<file path="src/rtl/lpht_pkg.sv">
`timescale 1ns / 1ps
`default_nettype none
package lpht_pkg;
   localparam int TableDepth = 1024;
   localparam int AddrBits = $clog2(TableDepth);
   localparam int CountBits = 11;
   localparam int KeyBits = 64;
   localparam int ValueBits = 32;
   localparam logic [CountBits-1:0] DefaultSize = 11'd10;

   typedef enum logic [1:0] {
      CMD_INSERT = 2'd0,
      CMD_LOOKUP = 2'd1,
      CMD_DELETE = 2'd2,
      CMD_NONE = 2'd3
   } cmd_type;

   typedef enum logic [1:0] {
      ST_OK = 2'd0,
      ST_NOT_FOUND = 2'd1,
      ST_FULL = 2'd2
   } status_type;

   localparam logic [1:0] MarkEmpty = 2'd0;
   localparam logic [1:0] MarkLive = 2'd1;
   localparam logic [1:0] MarkTomb = 2'd2;

   // Write request from the control engine to the slot memory.
   typedef struct packed {
      logic mark_we;
      logic data_we;
      logic key_we;
      logic [AddrBits-1:0] addr;
      logic [1:0] mark;
      logic [KeyBits-1:0] key;
      logic [ValueBits-1:0] data;
   } slot_wr_type;
endpackage
`default_nettype wire

</file>
<file path="src/rtl/lpht_ctrl.sv">
`timescale 1ns / 1ps
`default_nettype none
// Probe sequencer: walks the chain, then updates the slot and reports.
module lpht_ctrl
   import lpht_pkg::*;
(
   input wire logic clock,
   input wire logic reset,
   input wire logic go,
   input wire cmd_type cmd,
   input wire logic [ValueBits-1:0] value,
   input wire logic hash_done,
   input wire logic [KeyBits-1:0] norm_key,
   input wire logic [AddrBits-1:0] home,
   input wire logic [CountBits-1:0] cap,
   input wire logic clear_req,
   output logic [AddrBits-1:0] rd_addr,
   input wire logic [1:0] rd_mark,
   input wire logic [KeyBits-1:0] rd_key,
   input wire logic [ValueBits-1:0] rd_data,
   output slot_wr_type wr,
   output logic done,
   output status_type status,
   output logic [ValueBits-1:0] read_value,
   output logic [CountBits-1:0] entry_count
);
   typedef enum logic [3:0] {
      C_IDLE = 4'b0001,
      C_HASH = 4'b0010,
      C_PROBE = 4'b0100,
      C_FINISH = 4'b1000
   } cstate_type;

   cstate_type state_ff, state_in;
   cmd_type cmd_ff, cmd_in;
   logic [ValueBits-1:0] val_ff, val_in;
   logic [AddrBits-1:0] pos_ff, pos_in, free_ff, free_in, found_ff, found_in;
   logic [CountBits-1:0] n_ff, n_in, count_ff, count_in;
   logic hit_ff, hit_in, hfree_ff, hfree_in, wait_ff, wait_in;
   logic [AddrBits-1:0] next_pos;

   assign next_pos = ({1'b0, pos_ff} + 1'b1 >= (AddrBits+1)'(cap)) ? '0 : pos_ff + 1'b1;
   assign rd_addr = pos_in;

   always_comb begin
      state_in = state_ff;
      cmd_in = cmd_ff;
      val_in = val_ff;
      pos_in = pos_ff;
      free_in = free_ff;
      found_in = found_ff;
      n_in = n_ff;
      count_in = count_ff;
      hit_in = hit_ff;
      hfree_in = hfree_ff;
      wait_in = 1'b0;
      wr = '0;
      wr.addr = found_ff;
      wr.key = norm_key;
      wr.data = val_ff;
      wr.mark = MarkLive;
      done = 1'b0;
      status = ST_OK;
      read_value = '0;
      unique case (state_ff)
         C_IDLE: begin
            if (go) begin
               cmd_in = cmd;
               val_in = value;
               state_in = C_HASH;
            end
         end
         C_HASH: begin
            if (hash_done) begin
               pos_in = home;
               n_in = '0;
               hit_in = 1'b0;
               hfree_in = 1'b0;
               wait_in = 1'b1;
               state_in = (cmd_ff == CMD_NONE) ? C_FINISH : C_PROBE;
            end
         end
         C_PROBE: begin
            // Data of slot pos_ff arrives this cycle.
            if (wait_ff) begin
               wait_in = 1'b0;
            end else if (rd_mark == MarkLive) begin
               if (rd_key == norm_key) begin
                  hit_in = 1'b1;
                  found_in = pos_ff;
                  state_in = C_FINISH;
               end else if (n_ff + 1'b1 >= cap) begin
                  state_in = C_FINISH;
               end else begin
                  pos_in = next_pos;
                  n_in = n_ff + 1'b1;
                  wait_in = 1'b1;
               end
            end else if (rd_mark == MarkTomb) begin
               if (!hfree_ff) begin
                  hfree_in = 1'b1;
                  free_in = pos_ff;
               end
               if (n_ff + 1'b1 >= cap) begin
                  state_in = C_FINISH;
               end else begin
                  pos_in = next_pos;
                  n_in = n_ff + 1'b1;
                  wait_in = 1'b1;
               end
            end else begin
               if (!hfree_ff) begin
                  hfree_in = 1'b1;
                  free_in = pos_ff;
               end
               state_in = C_FINISH;
            end
         end
         C_FINISH: begin
            done = 1'b1;
            state_in = C_IDLE;
            case (cmd_ff)
               CMD_INSERT: begin
                  if (hit_ff) begin
                     wr.data_we = 1'b1;
                  end else if (hfree_ff) begin
                     wr.addr = free_ff;
                     wr.mark_we = 1'b1;
                     wr.key_we = 1'b1;
                     wr.data_we = 1'b1;
                     count_in = count_ff + 1'b1;
                  end else begin
                     status = ST_FULL;
                  end
               end
               CMD_LOOKUP: begin
                  if (hit_ff) read_value = rd_data;
                  else status = ST_NOT_FOUND;
               end
               CMD_DELETE: begin
                  if (hit_ff) begin
                     wr.mark_we = 1'b1;
                     wr.mark = MarkTomb;
                     if (count_ff != '0) count_in = count_ff - 1'b1;
                  end else begin
                     status = ST_NOT_FOUND;
                  end
               end
               default: ;
            endcase
         end
         default: state_in = C_IDLE;
      endcase
      if (clear_req) count_in = '0;
   end

   // rd_data still holds the hit slot in the finish cycle since pos is unchanged.
   assign entry_count = count_in;

   always_ff @(posedge clock) begin
      if (reset) begin
         state_ff <= C_IDLE;
         count_ff <= '0;
         wait_ff <= 1'b0;
      end else begin
         state_ff <= state_in;
         count_ff <= count_in;
         wait_ff <= wait_in;
      end
      cmd_ff <= cmd_in;
      val_ff <= val_in;
      pos_ff <= pos_in;
      free_ff <= free_in;
      found_ff <= found_in;
      n_ff <= n_in;
      hit_ff <= hit_in;
      hfree_ff <= hfree_in;
   end

   a_count_bound: assert property (@(posedge clock) disable iff (reset)
      count_ff <= CountBits'(TableDepth)) else $error("count overflow");
   a_probe_bound: assert property (@(posedge clock) disable iff (reset)
      state_ff == C_PROBE |-> n_ff < cap) else $error("probe ran past capacity");
   a_done_one: assert property (@(posedge clock) disable iff (reset)
      done |=> !done) else $error("double result");
endmodule
`default_nettype wire

</file>
<file path="config.mk">
export PLATFORM = sky130hd
export DESIGN_NAME = lpht_ctrl
export DESIGN_NICKNAME = d
export VERILOG_FILES = /design/src/rtl/lpht_pkg.sv /design/src/rtl/lpht_ctrl.sv
export SDC_FILE = /design/constraint.sdc
export NUM_CORES = 1
export LEC_CHECK = 0
export BUFFER_PORTS_ARGS = -buffer_cell sky130_fd_sc_hd__buf_2
export CAP_MARGIN = 40
export CORE_AREA = 5 5 148 150
export DETAILED_ROUTE_END_ITERATION = 16
export DIE_AREA = 0 0 153 155
export PLACE_DENSITY = 0.67
export SLEW_MARGIN = 20
export SYNTH_ARGS = -nofsm -noshare
export SYNTH_HDL_FRONTEND = slang
export SYNTH_SLANG_ARGS = --single-unit
export TNS_END_PERCENT = 50
</file>
<file path="constraint.sdc">
create_clock -name clock -period 4.1 [get_ports clock]
set_clock_uncertainty 0.05 [all_clocks]
set_input_delay 0.615 -clock clock [delete_from_list [all_inputs] [get_ports clock]]
set_output_delay 0.615 -clock clock [all_outputs]
set_load 0.02 [all_outputs]
</file>
==> impl_results.md <==
* TritonCTS clock tree: yes
* Count of buffers from port buffering at 388
* Most crowded layer after global routing: met2
* Cell chain of the critical path: ha_2 > and3_4 > and3_4 > and3_4 > nand3_4 > xnor2_2 > ha_1 > a41o_1 > o41ai_2 > and4_1 > o21ai_2 > or2_4 > buf_6 > buf_6 > o211ai_1 > nand3_2 > buf_6
* Final WS setup at -0.2921 ns
* All-Layer GR Usage at 19.06%
* Area fraction in and, or, nand and nor cells after synthesis at 24.65%
* Number of instances in the synthesized netlist at 738
* # setup viols final at 9
* Die span in y at 155 um
* GRT met3 Usage at 4.228%
* Std cell rows at 53
* Proportion of synthesized flip-flops having asynchronous set or reset at 0%
* Horizontal extent of the die at 153 um
* Endpoint class of the critical path: primary output
* Maximum operating frequency at 227.7 MHz
* Per-instance average area after synthesis at 9.340 um2
* Most frequent cell after synthesis: edfxtp_1
* Number of buffers added by the clock tree synthesis step at 9
* Number of vias per cell after detailed routing at 4.942
* Number of max-capacitance violations reported at 0
* Clock latency of the later-clocked register in the worst-skew pair at 0.35 ns
* Final number of hold-violating endpoints at 0
* Slew of the pin with the lowest slew margin at 0.7225 ns
* Type of the worst setup path: reg -> out
* Setup TNS after final layout at -1.603 ns
* Share of final-layout standard cells stronger than drive strength 1 at 45.48%
* Post-Synthesis Cell Area at 6893 um2
* Unrepaired setup endpoints after global routing: yes
* Antenna Nets Post-Route at 0
* Number of levels in the clock H-tree at 3
* Most used standard cells in the synthesized netlist: 67 x edfxtp_1, 64 x buf_4, 62 x nor2_1, 39 x nand2b_1, 37 x and2_1
* Crit path max-delay family: simple AND/OR/NAND/NOR gates
* Initial detailed-routing violation count at 267
* Final min period at 4.392 ns
* Xor/xnor cell area share of the yosys netlist at 8.895%
* Clk slew on worst S/H paths at 0.07 ns
* Post-Route WL at 23790 um
* Worst vdd rail ir drop at 0.2114 mV
* Minimum hold slack at 0.3838 ns
* Data arrival, critical path at 3.73 ns
* Crit share post-route at 107.1%
* Global Route met1 Usage at 23.12%
* Worst setup path start: n_ff[0]
* Unique masters post-synth at 67
* Buf+Inv Stages, Crit Path at 3
* Main combinational cell family by area after synthesis: simple AND/OR/NAND/NOR gates
* Maximum count of clock buffers along a single path at 2
* Global-route wire length before repair at 36150 um
* Portion of synthesized cell area occupied by the leading cell type at 29.19%
* Violations in the final reports: setup timing
* Post-detail-place hpwl at 19960 um
* Final RePlAce weighted congestion at 0.9037
* Min-Delay Startpoint: value[12]
* Origin of the critical flop-to-flop path: n_ff[0]
* DRC violation count after routing at 0
* Clock Sink Count at 93
* Leakage power summed over all cells at 4.454 nW
* Vias in the first global route at 6747
* Met2 GRT Util at 35.49%
* Placeable core region at 20560 um2
* Worst slew margin at 51.84%
* Max stage delay on crit path at 0.39 ns
* Synthesized-area fraction occupied by adder cells at 5.809%
* Number of nets in the finished design at 1344
* Most area-hungry cell type in the Yosys netlist: edfxtp_1
* Cell Pwr Density at 292.3 nW/um2
* Synth warnings at 0
* Total via count in the routed design at 6770
* Critical-path top delay cell: edfxtp_1
* Share of the synthesized area in compound gates (AO/OA/AOI/OAI) at 9.512%
* Post-synthesis mux area share at 3.739%
* Area of the die at 23720 um2
* Detail-routed net length per standard cell at 17.37 um
* Cell types with the largest area share after synthesis: edfxtp_1 29%, dfxtp_1 7.6%, buf_4 7.0%
* Maximum fanout along the worst path at 6
* Diodes inserted at 0
* Count of flip-flops with a built-in enable after synthesis at 67
* Max-slew violation total from the final report at 0
* Kind of path behind the tightest hold check: in -> reg
* Total overflow reported by the global router at 0
* Starting Density at 33.53%
* Run status: finished, violations left
* Element type at the critical path start: register
* Area overhead of the layout relative to synthesis at 36.54%
* Share of the yosys chip area belonging to registers at 36.74%
* IO Pins at 389
* Clock root buffer master: clkbuf_16
* Required time of the critical path at 3.43 ns
* Number of antenna violations at the first check in global routing at 1
* Most used DFF post-synth: edfxtp_1
* Largest net degree at the start of global routing at 33
* Flip-flop and latch count after synthesis at 93
* Number of iterations in the first detailed-routing pass at 5
* Post-cts hold buffer count at 0
* Worst R2R Setup Slack at 0.69 ns
* Nets in the synthesized netlist at 992
## layout by cell type, fill, tap and decap left out, drive strengths merged, types with 30 or more instances in the layout
cell    count
edfxtp     67
inv        33
and2       37
nand4      31
nor2       62
nand2      30
xor2       36
nand2b     40
xnor2      34
ha         32
buf       435
## area by class of cell
cell class | instances | area (um2)
clock buffer | 9 | 225.2
clock inverter | 7 | 75.07
fill | 1986 | 11150
inverter | 31 | 116.4
multi-input combinational | 520 | 3745
sequential | 93 | 2532
tap | 275 | 344.1
timing repair buffer | 435 | 2374
## final timing paths
check / depth (start not counted) / end
min: 1 / val_ff[12]
max: 17 / rd_addr[7]
min reg2reg: 0 / found_ff[8]
max reg2reg: 16 / pos_ff[7]
## cell families after synthesis
kind of cell	Yosys count
XOR/XNOR	70
flip-flops	93
AND/OR/NAND/NOR	303
adder cells (fa/ha/maj)	32
AO/OA/AOI/OAI	92
buffers and inverters	125
multiplexers	23
## worst reg2reg max path, cell delays in order (launching register included)
cell	delay (ns)
edfxtp_1	0.39
ha_2	0.19
and3_4	0.19
and3_4	0.20
and3_4	0.22
nand3_4	0.09
xnor2_2	0.15
ha_1	0.29
a41o_1	0.22
o41ai_2	0.05
and4_1	0.28
o21ai_2	0.08
or2_4	0.28
buf_6	0.15
buf_6	0.11
o211ai_1	0.21
nand3_2	0.12
## what timing repair did
action / 4_1_cts / 5_1_grt
pin swaps: 19 / 7
buffers inserted: 8 / 3
gates resized for setup: 37 / 8
gates cloned: 0 / 0
endpoints found under the setup margin: 10 / 10
## registers in the layout, summed over array words and instances (netlist names)
name      flops
state_ff      4
hit_ff        1
hfree_ff      1
cmd_ff        2
free_ff      10
wait_ff       1
pos_ff       10
found_ff     10
count_ff     11
val_ff       32
n_ff         11
## per-stage QoR
stage | setup slack, ns | cells | cell area (um2) | utilization [%] | power (mW)
floorplan | 0.1296 | 738 | 6893 | - | 1.580
global placement | 0.01898 | 1342 | 8831 | 42.96 | 1.874
finish | -0.2921 | 1370 | 9412 | 45.78 | 2.751
detailed placement | -0.06346 | 1343 | 8859 | 43.09 | 1.891
global route | -0.4197 | 1370 | 9412 | 45.78 | 2.890
CTS | -0.2161 | 1367 | 9340 | 45.44 | 2.778
## power breakdown
part	switching [mW]	leakage [nW]	internal (mW)
registers	0.0458	0.840	1.08
clock network	0.401	0.144	0.431
logic	0.445	3.47	0.348
## metal layers
metal  share of wire [%]  vias to the layer above
li1                    -                     3292
met5               0.029                        -
met1                  41                     3163
met3                 6.2                       20
met4                0.92                        2
met2                  52                      293
No activity file was read; power rests on OpenSTA's default activity.
