`src/rtl/lpht_pkg.sv`:
```
`timescale 1ns / 1ps
`default_nettype none
package lpht_pkg;
   localparam int TableDepth = 1024;
   localparam int AddrBits = $clog2(TableDepth);
   localparam int CountBits = 11;
   localparam int KeyBits = 64;
   localparam int ValueBits = 32;
   localparam logic [CountBits-1:0] DefaultSize = 11'd10;

   typedef enum logic [1:0] {
      CMD_INSERT = 2'd0,
      CMD_LOOKUP = 2'd1,
      CMD_DELETE = 2'd2,
      CMD_NONE = 2'd3
   } cmd_type;

   typedef enum logic [1:0] {
      ST_OK = 2'd0,
      ST_NOT_FOUND = 2'd1,
      ST_FULL = 2'd2
   } status_type;

   localparam logic [1:0] MarkEmpty = 2'd0;
   localparam logic [1:0] MarkLive = 2'd1;
   localparam logic [1:0] MarkTomb = 2'd2;

   // Write request from the control engine to the slot memory.
   typedef struct packed {
      logic mark_we;
      logic data_we;
      logic key_we;
      logic [AddrBits-1:0] addr;
      logic [1:0] mark;
      logic [KeyBits-1:0] key;
      logic [ValueBits-1:0] data;
   } slot_wr_type;
endpackage
`default_nettype wire

```
`src/rtl/lpht_hash.sv`:
```
`timescale 1ns / 1ps
`default_nettype none
// Key hash: one byte per cycle, then the remainder by the capacity one bit per cycle.
module lpht_hash
   import lpht_pkg::*;
(
   input wire logic clock,
   input wire logic reset,
   input wire logic start,
   input wire logic [KeyBits-1:0] raw_key,
   input wire logic [CountBits-1:0] cap,
   output logic done,
   output logic [KeyBits-1:0] norm_key,
   output logic [AddrBits-1:0] home
);
   typedef enum logic [2:0] {
      H_IDLE = 3'b001,
      H_BYTE = 3'b010,
      H_MOD = 3'b100
   } hstate_type;

   hstate_type state_ff, state_in;
   logic [KeyBits-1:0] shift_ff, shift_in, key_ff, key_in, h_ff, h_in;
   logic [3:0] byte_ff, byte_in;
   logic [6:0] bit_ff, bit_in;
   logic [CountBits:0] rem_ff, rem_in;
   logic [CountBits:0] rem_sh;
   logic [7:0] cur;

   assign cur = shift_ff[KeyBits-1 -: 8];
   assign rem_sh = {rem_ff[CountBits-1:0], h_ff[KeyBits-1]};

   always_comb begin
      state_in = state_ff;
      shift_in = shift_ff;
      key_in = key_ff;
      h_in = h_ff;
      byte_in = byte_ff;
      bit_in = bit_ff;
      rem_in = rem_ff;
      done = 1'b0;
      unique case (state_ff)
         H_IDLE: begin
            if (start) begin
               shift_in = raw_key;
               key_in = '0;
               h_in = '0;
               byte_in = '0;
               state_in = H_BYTE;
            end
         end
         H_BYTE: begin
            // Stop at the first zero byte or after eight bytes.
            if (cur == 8'd0 || byte_ff == 4'd8) begin
               rem_in = '0;
               bit_in = '0;
               state_in = H_MOD;
            end else begin
               h_in = (h_ff << 5) - h_ff + {56'd0, cur};
               key_in = key_ff | ({56'd0, cur} << (7'd56 - {byte_ff[2:0], 3'b000}));
               shift_in = shift_ff << 8;
               byte_in = byte_ff + 4'd1;
            end
         end
         H_MOD: begin
            // Restoring remainder, one hash bit per cycle.
            if (bit_ff == 7'd64) begin
               done = 1'b1;
               state_in = H_IDLE;
            end else begin
               if (rem_sh >= {1'b0, cap}) rem_in = rem_sh - {1'b0, cap};
               else rem_in = rem_sh;
               h_in = h_ff << 1;
               bit_in = bit_ff + 7'd1;
            end
         end
         default: state_in = H_IDLE;
      endcase
   end

   always_ff @(posedge clock) begin
      if (reset) state_ff <= H_IDLE;
      else state_ff <= state_in;
      shift_ff <= shift_in;
      key_ff <= key_in;
      h_ff <= h_in;
      byte_ff <= byte_in;
      bit_ff <= bit_in;
      rem_ff <= rem_in;
   end

   assign norm_key = key_ff;
   assign home = rem_ff[AddrBits-1:0];

   a_home_in_range: assert property (@(posedge clock) disable iff (reset)
      done |-> ({1'b0, rem_ff} < {1'b0, cap})) else $error("home slot out of range");
endmodule
`default_nettype wire

```
`config.mk`:
```
export PLATFORM = sky130hd
export DESIGN_NAME = lpht_hash
export DESIGN_NICKNAME = d
export VERILOG_FILES = /design/src/rtl/lpht_pkg.sv /design/src/rtl/lpht_hash.sv
export SDC_FILE = /design/constraint.sdc
export NUM_CORES = 1
export LEC_CHECK = 0
export ABC_CLOCK_PERIOD_IN_PS = 4700
export BUFFER_PORTS_ARGS = -buffer_cell sky130_fd_sc_hd__buf_2
export CAP_MARGIN = 20
export CORE_MARGIN = 5
export CORE_UTILIZATION = 60
export DETAILED_ROUTE_END_ITERATION = 12
export GPL_TIMING_DRIVEN = 1
export PLACE_DENSITY = 0.82
export SYNTH_ARGS = -nofsm -noshare
export SYNTH_HDL_FRONTEND = slang
export SYNTH_SLANG_ARGS = --single-unit
```
`constraint.sdc`:
```
create_clock -name clock -period 4.7 [get_ports clock]
set_input_delay 0.705 -clock clock [delete_from_list [all_inputs] [get_ports clock]]
set_output_delay 0.705 -clock clock [all_outputs]
set_load 0.02 [all_outputs]
```
==> flow_summary.json, run 1 <==
{
  "cts_buffers": 24,
  "die_w_um": 164,
  "die_y_um": 164,
  "coreArea_um2": 23300,
  "setup_ws_ns": 0.603,
  "path_max_fanout": 10,
  "synth_top_area_cell": "edfxtp_1",
  "grt_usage_pct": 24.4,
  "fin_nets": 1810,
  "avgViaCountPerCell": 5.96,
  "syn2layout_area_growth_pct": 12.2,
  "final_area_um2": 15900,
  "ios": 153,
  "synthArstFlopShare_pct": 0,
  "synth-simple-area-share_pct": 14.6,
  "synth_warnings": 0,
  "synth_top_family_by_area": "compound AO/OA/AOI/OAI gates",
  "status": "completed",
  "yosysSeqAreaShare_pct": 45.8,
  "cts_setup_buffers": 0,
  "fin_crit_sh_pct": 87.2,
  "fin_skew_ns": 0.0172,
  "drc": 0,
  "ys_ff_latch": 217,
  "yosys-top-cells-area": "edfxtp_1 45%, ha_1 12%, nand2_1 6.4%, a21oi_1 5.0%, nor2_1 3.6%",
  "gp_congestion": 0.913,
  "ant_nets": 0,
  "setup_tns_ns": 0,
  "port-buffer-count": 152,
  "layout_commonest_cell": "nand2_1",
  "max_cap_viol_count": 0,
  "hold_viol": 0,
  "final_cell_mix": "241 x nand2_1, 214 x edfxtp_1, 152 x buf_2, 140 x a21oi_1, 137 x ha_1",
  "cts-root-buf": "clkbuf_16",
  "critical_path_required_ns": 4.95,
  "hpwlAfterDp_mm": 23.6,
  "clock_latency_ns": 0.55,
  "std_cell_rows": 56,
  "avgSynthCellArea_um2": 9.56,
  "hold_path.class": "primary input to flop",
  "p_per_area_nw_per_um2": 370,
  "drive_above_1_share_pct": 13.4,
  "grt_setup_unrepaired": "false",
  "synth_top_cell_area_share_pct": 45.4,
  "diodes": 0,
  "pre_cts_ws_ns": 0.710,
  "synth_edf_count": 214,
  "power_frac_comb_pct": 27.1,
  "n_fill_cell": 1813,
  "multi_input_area_um2": 6950,
  "maxSlewHeadroom_pct": 33.1,
  "worstPathArrival_ns": 4.35,
  "hold_buffers": 0,
  "tightest_slew_ns": 0.995,
  "fp.dieArea_um2": 26800,
  "synthMuxAreaShare_pct": 0.566,
  "tritoncts": "done",
  "synth_adder_area_share_pct": 12.8,
  "cp-end-kind": "flop",
  "clock_path_buffers": 3,
  "antenna_found_initial": 0,
  "p_sw_mw": 1.85,
  "grt_first_pass_wirelength_mm": 54.0,
  "p_leak_nw": 7.02,
  "p_seq_share_pct": 40.6,
  "cts.clk_slew.worst_paths_ns": 0.06,
  "routed_wl_mm": 33.4,
  "wl_per_cell_um": 17.3,
  "fin_util_pct": 68.1,
  "path_class": "flop to flop",
  "cts_resized": 0,
  "clock_power_share_pct": 32.2,
  "ir_drop_mv": 0.352,
  "final-seq-area_um2": 6490,
  "grt_pass1_vias": 11400,
  "drtIter0Drc": 862,
  "ys.flop_type": "edfxtp_1",
  "dr.pass1.iters": 7,
  "layout_min_cycle_time_ns": 4.10,
  "synth_cell_types": 70,
  "synth_xor_area_share_pct": 4.52,
  "synth_compound_area_share_pct": 16.5,
  "netSwitchingFraction_pct": 31.4,
  "vias": 11500,
  "synth_fp_nets": 1701,
  "grt_max_degree": 124,
  "clock_sinks": 217,
  "start_kind": "flop",
  "placed_area_um2": 15100,
  "synth_area_um2": 14200,
  "overflow": 0,
  "syn-instance-count": 1481,
  "cts_max_level": 1,
  "setup_violations": 0,
  "p_int_mw": 4.02,
  "max_freq_ghz": 0.244,
  "power_mw": 5.87,
  "initial_core_util_pct": 60.6,
  "slew_violations": 0
}
## Yosys cell counts (all sizes together), types with 4 or more instances
master	n
nand2	243
a211oi	8
a21o	37
fa	5
nand3	16
a21oi	140
buf	24
xnor2	41
or3	4
o31ai	4
and3	12
a221oi	5
o211ai	5
a211o	4
a31oi	11
edfxtp	214
a22o	4
o21a	8
and2	15
nand2b	8
nor3	15
o21ai	59
nor2b	5
clkbuf	54
xor2	32
nand4	15
ha	137
nor4	6
o21bai	14
o22ai	50
inv	103
mux2i	8
nor2	136
## power groups by stage
stage	sequential, mW	clock, mW	combinational (mW)
5_1_grt	2.39	2.01	1.76
4_1_cts	2.38	1.92	1.57
3_3_place_gp	2.42	0	1.53
2_1_floorplan	2.45	0	1.15
6_report	2.38	1.89	1.59
3_5_place_dp	2.42	0	1.56
## per-layer routing
| layer | vias up | share of wire (%) | track usage (%) |
|---|---|---|---|
| met3 | 68 | 7.6 | 4.31 |
| met2 | 479 | 47 | 40.0 |
| met4 | 0 | 2.3 | 6.52 |
| met1 | 5419 | 43 | 33.8 |
| met5 | - | 0 | 0 |
| li1 | 5513 | - | - |
## sequential cells by signal, indices dropped and copies added, names as in the netlist
name	flops
h_ff	64
shift_ff	64
bit_ff	7
state_ff	3
norm_key	64
rem_ff	11
byte_ff	4
## kinds of logic after synthesis
family / Yosys count
buf+inv: 181
simple gates: 486
fa+ha+maj: 142
compound gates: 374
xor+xnor: 73
mux: 8
flops: 217
## worst paths after layout
path	slack (ns)	cells after the start	startpoint	to
min	0.35	2	reset	state_ff[1]
min reg2reg	0.51	2	shift_ff[43]	shift_ff[51]
max reg2reg	0.60	13	shift_ff[57]	h_ff[63]
max	0.60	13	shift_ff[57]	h_ff[63]
## metrics by stage
stage / hold slack, ns / std cells
6_report: 0.352 / 1926
3_5_place_dp: 0.494 / 1883
5_1_grt: 0.347 / 1926
3_3_place_gp: 0.487 / 1883
2_1_floorplan: 0.484 / 1481
4_1_cts: 0.326 / 1926
## worst max-delay path, cell delays in order, from the launching register on
cell and delay (ns):
edfxtp_1 0.55, ha_1 0.36, ha_1 0.23, fa_1 0.43, a211oi_1 0.34, o211ai_2 0.14
a221o_2 0.42, a32oi_1 0.31, a2111oi_2 0.14, o2111ai_1 0.23, o2bb2ai_1 0.24, o41ai_2 0.14
xnor2_1 0.20, o22ai_2 0.08
## area by class of cell
type,count,area share [%]
tap,319,2.51
timing repair buffer,161,5.37
multi-input combinational,1083,43.8
inverter,103,2.45
clock buffer,32,4.22
clock inverter,11,0.827
sequential,217,40.8
Note: power is estimated with default switching activity, not from simulation.
==> run 2: changes to the inputs <==
--- a/config.mk
+++ b/config.mk
@@ -8,11 +8,13 @@
 export ABC_CLOCK_PERIOD_IN_PS = 4700
 export BUFFER_PORTS_ARGS = -buffer_cell sky130_fd_sc_hd__buf_2
 export CAP_MARGIN = 20
+export CELL_PAD_IN_SITES_DETAIL_PLACEMENT = 0
+export CELL_PAD_IN_SITES_GLOBAL_PLACEMENT = 1
 export CORE_MARGIN = 5
-export CORE_UTILIZATION = 60
+export CORE_UTILIZATION = 47
 export DETAILED_ROUTE_END_ITERATION = 12
 export GPL_TIMING_DRIVEN = 1
-export PLACE_DENSITY = 0.82
+export PLACE_DENSITY = 0.83
 export SYNTH_ARGS = -nofsm -noshare
 export SYNTH_HDL_FRONTEND = slang
 export SYNTH_SLANG_ARGS = --single-unit
==> flow_summary.json, run 2 (same netlist as run 1, synthesis figures left out) <==
{
  "status": "completed",
  "tightest_slew_ns": 0.961,
  "setup_tns_ns": 0,
  "p_per_area_nw_per_um2": 369,
  "cts.clk_slew.worst_paths_ns": 0.06,
  "grt_first_pass_wirelength_mm": 57.0,
  "avgViaCountPerCell": 5.56,
  "cts-root-buf": "clkbuf_16",
  "grt_usage_pct": 20.2,
  "clock_latency_ns": 0.54,
  "max_cap_viol_count": 0,
  "start_kind": "flop",
  "drc": 0,
  "fin_crit_sh_pct": 83.9,
  "final_cell_mix": "241 x nand2_1, 214 x edfxtp_1, 152 x buf_2, 140 x a21oi_1, 137 x ha_1",
  "std_cell_rows": 63,
  "maxSlewHeadroom_pct": 35.4,
  "max_freq_ghz": 0.254,
  "initial_core_util_pct": 47.6,
  "syn2layout_area_growth_pct": 13.0,
  "layout_commonest_cell": "nand2_1",
  "multi_input_area_um2": 6950,
  "coreArea_um2": 29700,
  "drtIter0Drc": 722,
  "grt_pass1_vias": 11200,
  "cts_buffers": 25,
  "fin_skew_ns": 0.0213,
  "die_w_um": 184,
  "grt_max_degree": 158,
  "path_class": "flop to flop",
  "gp_congestion": 0.905,
  "setup_violations": 0,
  "path_max_fanout": 10,
  "dr.pass1.iters": 5,
  "critical_path_required_ns": 4.96,
  "clock_sinks": 217,
  "cts_max_level": 1,
  "n_fill_cell": 2707,
  "hold_path.class": "primary input to flop",
  "ios": 153,
  "worstPathArrival_ns": 4.20,
  "power_mw": 5.91,
  "ir_drop_mv": 0.229,
  "routed_wl_mm": 34.7,
  "hold_viol": 0,
  "ant_nets": 0,
  "wl_per_cell_um": 17.3,
  "hold_buffers": 0,
  "antenna_found_initial": 3,
  "overflow": 0,
  "die_y_um": 184,
  "clock_path_buffers": 3,
  "port-buffer-count": 152,
  "layout_min_cycle_time_ns": 3.94,
  "cts_resized": 0,
  "fin_nets": 1814,
  "p_leak_nw": 7.02,
  "cp-end-kind": "flop",
  "fp.dieArea_um2": 33700,
  "final-seq-area_um2": 6490,
  "slew_violations": 0,
  "hpwlAfterDp_mm": 24.5,
  "drive_above_1_share_pct": 13.3,
  "tritoncts": "done",
  "vias": 11100,
  "grt_setup_unrepaired": "false",
  "cts_setup_buffers": 0
}
==> run 2: path summary, 6_finish.rpt <==
check	end	slack, ns	start	cells after the start
setup / recovery	h_ff[63]	0.76	shift_ff[62]	15
hold reg to reg	shift_ff[53]	0.50	shift_ff[45]	2
setup reg to reg	h_ff[63]	0.76	shift_ff[62]	15
hold / removal	state_ff[1]	0.36	reset	2
==> run 2: per-layer routing <==
layer | vias up | wire length [um] | global-route usage [%]
met4 | 6 | 571 | 3.72
li1 | 5526 | - | -
met5 | - | 34 | 0
met3 | 49 | 2280 | 4.59
met1 | 5257 | 16400 | 28.8
met2 | 287 | 15500 | 32.1
==> run 2: final cells by class <==
cell class / count / share of cell area [%]
multi-input combinational: 1083 / 43.5
sequential: 217 / 40.6
timing repair buffer: 164 / 5.48
clock buffer: 35 / 4.15
tap: 390 / 3.05
inverter: 103 / 2.43
clock inverter: 9 / 0.853
antenna: 1 / 0.0156
==> run 2: power breakdown <==
part           internal [mW]  switching (mW)  leakage (nW)  total, mW
sequential              2.30          0.0762          2.12       2.37
combinational          0.614           0.992          4.51       1.61
clock                   1.15           0.778         0.386       1.93
total                   4.06            1.85          7.02       5.91
==> run 2: critical path, stage by stage (launching register included) <==
cell and delay, ns:
edfxtp_1 0.32, buf_4 0.18, inv_1 0.08, fa_1 0.53, inv_1 0.04, ha_1 0.34
o211ai_1 0.14, o211ai_2 0.23, a221o_2 0.21, a32oi_1 0.13, a2111oi_2 0.47, o2111ai_1 0.19
o2bb2ai_1 0.21, o41ai_2 0.32, xnor2_1 0.17, o22ai_2 0.08
==> run 2: stage by stage <==
step	cell area (um^2)	hold WS (ns)	util [%]	instances	worst slack, ns
6_report	16000	0.360	53.8	2002	0.756
3_3_place_gp	15200	0.489	51.1	1957	0.834
2_1_floorplan	14200	0.484	-	1481	0.560
5_1_grt	16000	0.363	53.8	2001	0.382
4_1_cts	16000	0.348	53.8	2001	0.727
3_5_place_dp	15200	0.495	51.1	1957	0.763
